===== src/rtl/fqs_pkg.sv =====
package fqs_pkg;

  // Number of entries the queue can hold; the row has one cell per entry.
  localparam int QUEUE_DEPTH = 16;
  localparam int DATA_W      = 32;
  localparam int CNT_W       = $clog2(QUEUE_DEPTH + 1);
  localparam int PH_W        = $clog2(QUEUE_DEPTH);

  typedef enum logic [1:0] {
    CMD_PUSH = 2'd0,
    CMD_POP  = 2'd1,
    CMD_SORT = 2'd2,
    CMD_NOP  = 2'd3
  } cmd_t;

  typedef enum logic [1:0] {
    ST_OK    = 2'd0,
    ST_EMPTY = 2'd1,
    ST_FULL  = 2'd2
  } status_t;

  // What a cell does at the next clock edge.
  typedef enum logic [2:0] {
    CELL_HOLD,
    CELL_LOAD,
    CELL_TAKE_RIGHT,
    CELL_MIN_RIGHT,
    CELL_MAX_LEFT
  } cell_op_t;

  typedef enum logic {
    FQS_IDLE,
    FQS_SORT
  } fsm_t;

endpackage


===== src/rtl/fqs_cell.sv =====
module fqs_cell
  import fqs_pkg::*;
(
  input  logic                     clk,
  input  cell_op_t                 op,
  input  logic signed [DATA_W-1:0] load_value,
  input  logic signed [DATA_W-1:0] left_value,
  input  logic signed [DATA_W-1:0] right_value,
  output logic signed [DATA_W-1:0] value
);

  logic signed [DATA_W-1:0] value_r;
  logic signed [DATA_W-1:0] value_nxt;

  // A compare-exchange pair spans two cells; each side keeps its own half.
  always_comb begin
    value_nxt = value_r;
    case (op)
      CELL_HOLD:       value_nxt = value_r;
      CELL_LOAD:       value_nxt = load_value;
      CELL_TAKE_RIGHT: value_nxt = right_value;
      CELL_MIN_RIGHT:  value_nxt = (value_r > right_value) ? right_value : value_r;
      CELL_MAX_LEFT:   value_nxt = (left_value > value_r) ? left_value : value_r;
      default:         value_nxt = value_r;
    endcase
  end

  always_ff @(posedge clk) begin
    value_r <= value_nxt;
  end

  assign value = value_r;

endmodule


===== src/rtl/fifo_queue_with_sort_core.sv =====
// Bounded FIFO of signed 32-bit values with an in-place ascending sort.
// Requests arrive on the in_ channel (in_cmd, in_push_value) with a
// valid/ready handshake; every accepted request yields exactly one result on
// the out_ channel (out_status, out_pop_value, out_entry_count, out_is_empty).
// A push appends at the tail, or is refused with status full when all
// QUEUE_DEPTH entries are in use. A pop returns the oldest entry, or status
// empty and a zero value when nothing is held. The unused command code is
// answered with status ok and changes nothing.
// The result is registered and valid in the cycle after its request is taken.
// Push, pop and the unused code sustain one request per cycle while out_ready
// is high, including while an earlier result is taken in the same cycle.
// A sort is answered at once, then the row of cells runs odd-even
// transposition, one compare-exchange phase per cycle; in_ready stays low
// until the last phase is done, so no other request is taken meanwhile.
// Synchronous reset empties the queue and drops any pending result; entry
// contents are not cleared since only held entries are ever read.
// When the receiver stalls, the result holds and no further request is taken
// until it is accepted.
module fifo_queue_with_sort_core
  import fqs_pkg::*;
(
  input  logic                     clk,
  input  logic                     rst_n,
  input  logic                     in_valid,
  output logic                     in_ready,
  input  logic [1:0]               in_cmd,
  input  logic signed [DATA_W-1:0] in_push_value,
  output logic                     out_valid,
  input  logic                     out_ready,
  output logic [1:0]               out_status,
  output logic signed [DATA_W-1:0] out_pop_value,
  output logic [CNT_W-1:0]         out_entry_count,
  output logic                     out_is_empty
);

  // Cell 0 holds the oldest entry and cell k the k-th oldest, until a sort reorders them.
  logic signed [DATA_W-1:0] cell_val [QUEUE_DEPTH];
  cell_op_t                 cell_op  [QUEUE_DEPTH];

  fsm_t             state_r, state_nxt;
  logic [PH_W-1:0]  phase_r, phase_nxt;
  logic [CNT_W-1:0] count_r, count_nxt;

  logic                     out_valid_r;
  status_t                  out_status_r;
  logic signed [DATA_W-1:0] out_pop_value_r;
  logic [CNT_W-1:0]         out_entry_count_r;

  logic                     accept;
  status_t                  res_status;
  logic signed [DATA_W-1:0] res_pop_value;

  // The row of cells. Edge neighbors are tied off to zero; the first cell's
  // left input is never picked, and a pop shifts zero into the last cell.
  for (genvar g = 0; g < QUEUE_DEPTH; g++) begin : g_cell
    logic signed [DATA_W-1:0] left_v;
    logic signed [DATA_W-1:0] right_v;

    if (g == 0) begin : g_first
      assign left_v = '0;
    end else begin : g_mid_l
      assign left_v = cell_val[g-1];
    end

    if (g == QUEUE_DEPTH - 1) begin : g_last
      assign right_v = '0;
    end else begin : g_mid_r
      assign right_v = cell_val[g+1];
    end

    fqs_cell u_cell (
      .clk         (clk),
      .op          (cell_op[g]),
      .load_value  (in_push_value),
      .left_value  (left_v),
      .right_value (right_v),
      .value       (cell_val[g])
    );
  end

  // A new request is taken only when idle and the output slot is free or
  // being emptied in this cycle.
  assign in_ready = (state_r == FQS_IDLE) && (!out_valid_r || out_ready);
  assign accept   = in_valid && in_ready;

  always_comb begin
    state_nxt     = state_r;
    phase_nxt     = phase_r;
    count_nxt     = count_r;
    res_status    = ST_OK;
    res_pop_value = '0;
    for (int i = 0; i < QUEUE_DEPTH; i++) begin
      cell_op[i] = CELL_HOLD;
    end

    case (state_r)
      FQS_IDLE: begin
        if (accept) begin
          case (cmd_t'(in_cmd))
            CMD_PUSH: begin
              if (count_r >= CNT_W'(QUEUE_DEPTH)) begin
                res_status = ST_FULL;
              end else begin
                for (int i = 0; i < QUEUE_DEPTH; i++) begin
                  if (CNT_W'(i) == count_r) begin
                    cell_op[i] = CELL_LOAD;
                  end
                end
                count_nxt = count_r + CNT_W'(1);
              end
            end
            CMD_POP: begin
              if (count_r == '0) begin
                res_status = ST_EMPTY;
              end else begin
                res_pop_value = cell_val[0];
                for (int i = 0; i < QUEUE_DEPTH; i++) begin
                  cell_op[i] = CELL_TAKE_RIGHT;
                end
                count_nxt = count_r - CNT_W'(1);
              end
            end
            CMD_SORT: begin
              state_nxt = FQS_SORT;
              phase_nxt = '0;
            end
            default: begin
            end
          endcase
        end
      end
      FQS_SORT: begin
        // Even phases pair cells (0,1),(2,3)...; odd phases (1,2),(3,4)...
        // Only pairs lying fully inside the held entries take part.
        for (int k = 0; k < QUEUE_DEPTH - 1; k++) begin
          if ((1'(k) == phase_r[0]) && (CNT_W'(k + 1) < count_r)) begin
            cell_op[k]   = CELL_MIN_RIGHT;
            cell_op[k+1] = CELL_MAX_LEFT;
          end
        end
        if (phase_r == PH_W'(QUEUE_DEPTH - 1)) begin
          state_nxt = FQS_IDLE;
          phase_nxt = '0;
        end else begin
          phase_nxt = phase_r + PH_W'(1);
        end
      end
      default: begin
        state_nxt = FQS_IDLE;
      end
    endcase
  end

  always_ff @(posedge clk) begin
    if (!rst_n) begin
      state_r <= FQS_IDLE;
      phase_r <= '0;
      count_r <= '0;
    end else begin
      state_r <= state_nxt;
      phase_r <= phase_nxt;
      count_r <= count_nxt;
    end
  end

  // Result register: loaded when a request is taken, released on out_ready.
  always_ff @(posedge clk) begin
    if (!rst_n) begin
      out_valid_r <= 1'b0;
    end else if (accept) begin
      out_valid_r <= 1'b1;
    end else if (out_ready) begin
      out_valid_r <= 1'b0;
    end
  end

  always_ff @(posedge clk) begin
    if (accept) begin
      out_status_r      <= res_status;
      out_pop_value_r   <= res_pop_value;
      out_entry_count_r <= count_nxt;
    end
  end

  assign out_valid       = out_valid_r;
  assign out_status      = out_status_r;
  assign out_pop_value   = out_pop_value_r;
  assign out_entry_count = out_entry_count_r;
  assign out_is_empty    = (out_entry_count_r == '0);

endmodule


===== config.mk =====
export PLATFORM = sky130hd
export DESIGN_NAME = fifo_queue_with_sort_core
export DESIGN_NICKNAME = d
export VERILOG_FILES = /design/src/rtl/fqs_pkg.sv /design/src/rtl/fqs_cell.sv /design/src/rtl/fifo_queue_with_sort_core.sv
export SDC_FILE = /design/constraint.sdc
export NUM_CORES = 2
export LEC_CHECK = 0
export ABC_AREA = 1
export BUFFER_PORTS_ARGS = -buffer_cell sky130_fd_sc_hd__buf_2
export CORE_ASPECT_RATIO = 0.7
export CORE_MARGIN = 4
export CORE_UTILIZATION = 65
export CTS_BUF_LIST = sky130_fd_sc_hd__clkbuf_8 sky130_fd_sc_hd__clkbuf_16
export CTS_CLUSTER_DIAMETER = 60
export DETAILED_ROUTE_END_ITERATION = 12
export GPL_ROUTABILITY_DRIVEN = 1
export GPL_TIMING_DRIVEN = 0
export PLACE_DENSITY_LB_ADDON = 0.15
export SYNTH_ARGS = -nofsm -noshare
export SYNTH_HDL_FRONTEND = slang
export SYNTH_HIERARCHICAL = 1
export SYNTH_SLANG_ARGS = --single-unit

===== constraint.sdc =====
create_clock -name clk -period 8.54 [get_ports clk]
set_clock_uncertainty 0.2 [all_clocks]
set_input_delay 0.854 -clock clk [delete_from_list [all_inputs] [get_ports clk]]
set_output_delay 0.854 -clock clk [all_outputs]
set_load 0.02 [all_outputs]

==> summary.txt <==
GRT
  – Antenna violations before repair: 2
  – Vias in the first global route: around 46k
  – Gr usage total: 36.3%
  – First-pass GRT wire length: 258000 um
  – Largest net degree at the start of global routing: 47
  – Total gr overflow: 0

Clock tree
  – CTS Buf Count: 67
  – Root buf cell: clkbuf_16
  – Setup Fix Bufs, Post-CTS: 0
  – Post-CTS resize count: 0
  – CTS tree: yes
  – CTS max path bufs: 3
  – Worst-Skew Late Latency: between 600 and 700 ps
  – H-tree levels: 3
  – Reg clk slew, reported paths: about 70 ps
  – Hold-fix buffers, CTS: 0
  – Sink Count: between 500 and 600

Detailed routing
  – First DRT Iteration DRCs: approximately 7.1k
  – Via density per instance: between 5 and 6
  – Residual DRC count: 0
  – Routed Antenna Nets: 0
  – Drt total wl: between 150000 and 200000 um
  – DR pass1 iterations: 6
  – Vias: between 50k and 60k
  – Wire per inst: a little under 20 um

Power and ir drop
  – Power per Cell Area: approximately 130 mW/mm^2
  – P_leak: roughly 30 nW
  – Power, Total: between 7 and 8 mW
  – Max VDD drop: roughly 0.13 mV

Outcome
  – Outcome: completed

Synthesis
  – Synth warn: 6
  – Sequential area share after synthesis: between 30% and 40%
  – Post-synth EDFFs: between 500 and 600
  – Share of flip-flops with an asynchronous set or reset: 0%
  – Synth area leaders: edfxtp_1 30%, ha_1 23%, nand2_1 16%
  – Yosys cell types: 47
  – Leading area contributor after synthesis: edfxtp_1
  – Syn Area/Cell: approximately 7.5 um^2
  – Synth top area share: 29.9%
  – Top_reg_cell synth: edfxtp_1
  – Mapped Area: around 0.055 mm^2
  – Cell count after synthesis: 7324
  – Number of synthesized register bits: approximately 560

Finish
  – Final net count: roughly 8.6k
  – Area grow syn2layout: 7.83%
  – Fill count: 6794
  – Layout cells sized above 1: 6.21%

Setup path
  – Crit end category: flip-flop
  – Type of the worst setup path: flip-flop to flip-flop
  – FF-to-FF Start: state_r
  – CP Launch Type: flip-flop
  – Worst setup path startpoint: state_r
  – Worst Path Arrival: between 5000 and 6000 ps
  – Worst Path Max Fanout: between 40 and 50
  – WP data required: roughly 8800 ps

STA
  – Worst-Margin Slew: about 1400 ps
  – Max Slew Vio Count: 0
  – RSZ-0062 raised after global routing: no
  – Final setup fails: 0
  – Tmin final: ~4900 ps
  – Relative slew slack: 5.57%
  – Max frequency: 206 MHz
  – TNS Setup: 0 ps
  – Final hold violations: 0
  – Tcrit/Tclk final: a little under three fifths

Hold path
  – Start point of the worst hold path: rst_n
  – Worst Hold Class: input pin to flip-flop

Job
  – # Max-Cap Violations: 0

Die
  – Die height: ~250 um
  – Die ar.: approximately 0.09 mm^2
  – I/O Pins: 80
  – Starting Density: between 60% and 70%
  – Rows: between 80 and 90
  – Die X: about 360 um
  – CORE AREA: ~0.084 mm^2

Placement
  – Routability cong.: about 0.97
  – DP HPWL: approximately 140000 um
  – # port buffers: 79
-- critical path, cell delays in order, from the launching register on --
cell	delay, ps
dfxtp_1	300
buf_6	150
inv_6	100
nand3_4	220
inv_4	590
nand3_1	590
o21ai_0	730
nor3_2	300
a21oi_1	860
buf_2	420
nand2_1	80
o211ai_1	110
-- where the power goes --
| group | switching, mW | total, mW | leakage [nW] | internal (mW) |
|---|---|---|---|---|
| sequential | 0.162 | 3.39 | 5.13 | 3.23 |
| combinational | 1.12 | 1.69 | 24.2 | 0.570 |
| clock | 1.29 | 2.91 | 1.09 | 1.62 |
| total | 2.57 | 7.99 | 30.4 | 5.42 |
-- cell usage in the layout (no fill, tap or decap), types with 4 or more instances in the layout --
master and n:
a21oi_1 484, buf_6 8, o211ai_1 513, inv_2 116, o21a_2 15, a31oi_1 15
o21ai_0 113, ha_1 1030, nor2_2 34, a21o_1 32, conb_1 98, buf_2 130
nor3_1 18, clkbuf_1 78, nand3_1 115, clkinv_1 44, nor2_4 7, nor2_1 339
nand2_2 20, nor3_2 19, nand2_1 2290, o21a_1 33, o21ai_1 18, nor3b_2 15
buf_1 15, edfxtp_1 551, clkbuf_8 4, dfxtp_1 11, inv_1 1276, clkbuf_16 71
inv_6 4, clkinv_2 7, nand4_1 63
-- per-layer routing --
layer	vias up	global-route usage (%)	wire length, um
met5	-	0.947	123
met4	2	6.10	2670
met3	210	17.5	30900
met2	2861	42.7	57400
met1	23600	58.2	77700
li1	24700	-	-
-- per-stage QoR --
stage | instance area [um^2] | utilization [%] | std cells | hold slack, ps | setup WS [ps]
floorplan | 55600 | - | 7421 | 273 | 5070
global placement | 57500 | 68.2 | 8637 | 292 | 3400
detailed placement | 57500 | 68.2 | 8638 | 293 | 3360
CTS | 59600 | 70.7 | 8757 | 258 | 3620
global route | 59600 | 70.7 | 8758 | 296 | 3640
finish | 59600 | 70.7 | 8760 | 282 | 3680
-- Yosys cell counts (8+ instances only) --
cell type,instances
buf_1,15
nand4_1,63
o21ai_1,18
nor3b_2,15
nand2_2,20
nor3_2,18
o21ai_0,113
o21a_2,15
a21o_1,32
nor2_2,34
clkinv_1,31
dfxtp_1,11
inv_1,1275
clkbuf_1,78
a21oi_1,484
nor2_1,339
nand2_1,2290
ha_1,1030
inv_2,101
o211ai_1,513
edfxtp_1,551
buf_6,8
o21a_1,33
a31oi_1,15
nand3_1,115
buf_2,51
nor3_1,19
-- kinds of logic after synthesis --
family | Yosys count | share of synthesized area, %
xor gates and xnor gates | 4 | 0.0634
and+or+nand+nor | 2932 | 21.4
AOI/OAI and AO/OA | 1232 | 14.0
adders and majority gates | 1030 | 23.3
other | 1 | 0.00678
DFF | 562 | 30.3
buffers and inverters | 1563 | 10.9
-- layout make-up --
type	instances	area (um^2)	share of cell area, %
Buffer	153	702	1.18
Multi-Input combinational cell	5296	32900	55.2
Tap cell	1137	1420	2.39
Antenna cell	3	7.51	0.0126
Inverter	1410	5310	8.90
Sequential cell	562	16800	28.1
Clock buffer	75	1830	3.07
Clock inverter	44	275	0.462
Timing Repair Buffer	80	423	0.710
-- flip-flops by register name, indices dropped and copies added, names as in the netlist --
name,flops
out_status,2
out_valid,1
count_r,5
out_entry_count,5
phase_r,4
state_r,1
g_cell.u_cell/value,512
out_pop_value,32
-- worst paths after layout --
check	endpoint	slack, ps	cells past startpoint
hold reg to reg	phase_r[1]	300	2
setup / recovery	g_cell[2].u_cell/value[27]	3680	11
hold / removal	count_r[3]	280	3
setup reg to reg	g_cell[2].u_cell/value[27]	3680	11
Note: power is estimated with default switching activity, not from simulation.
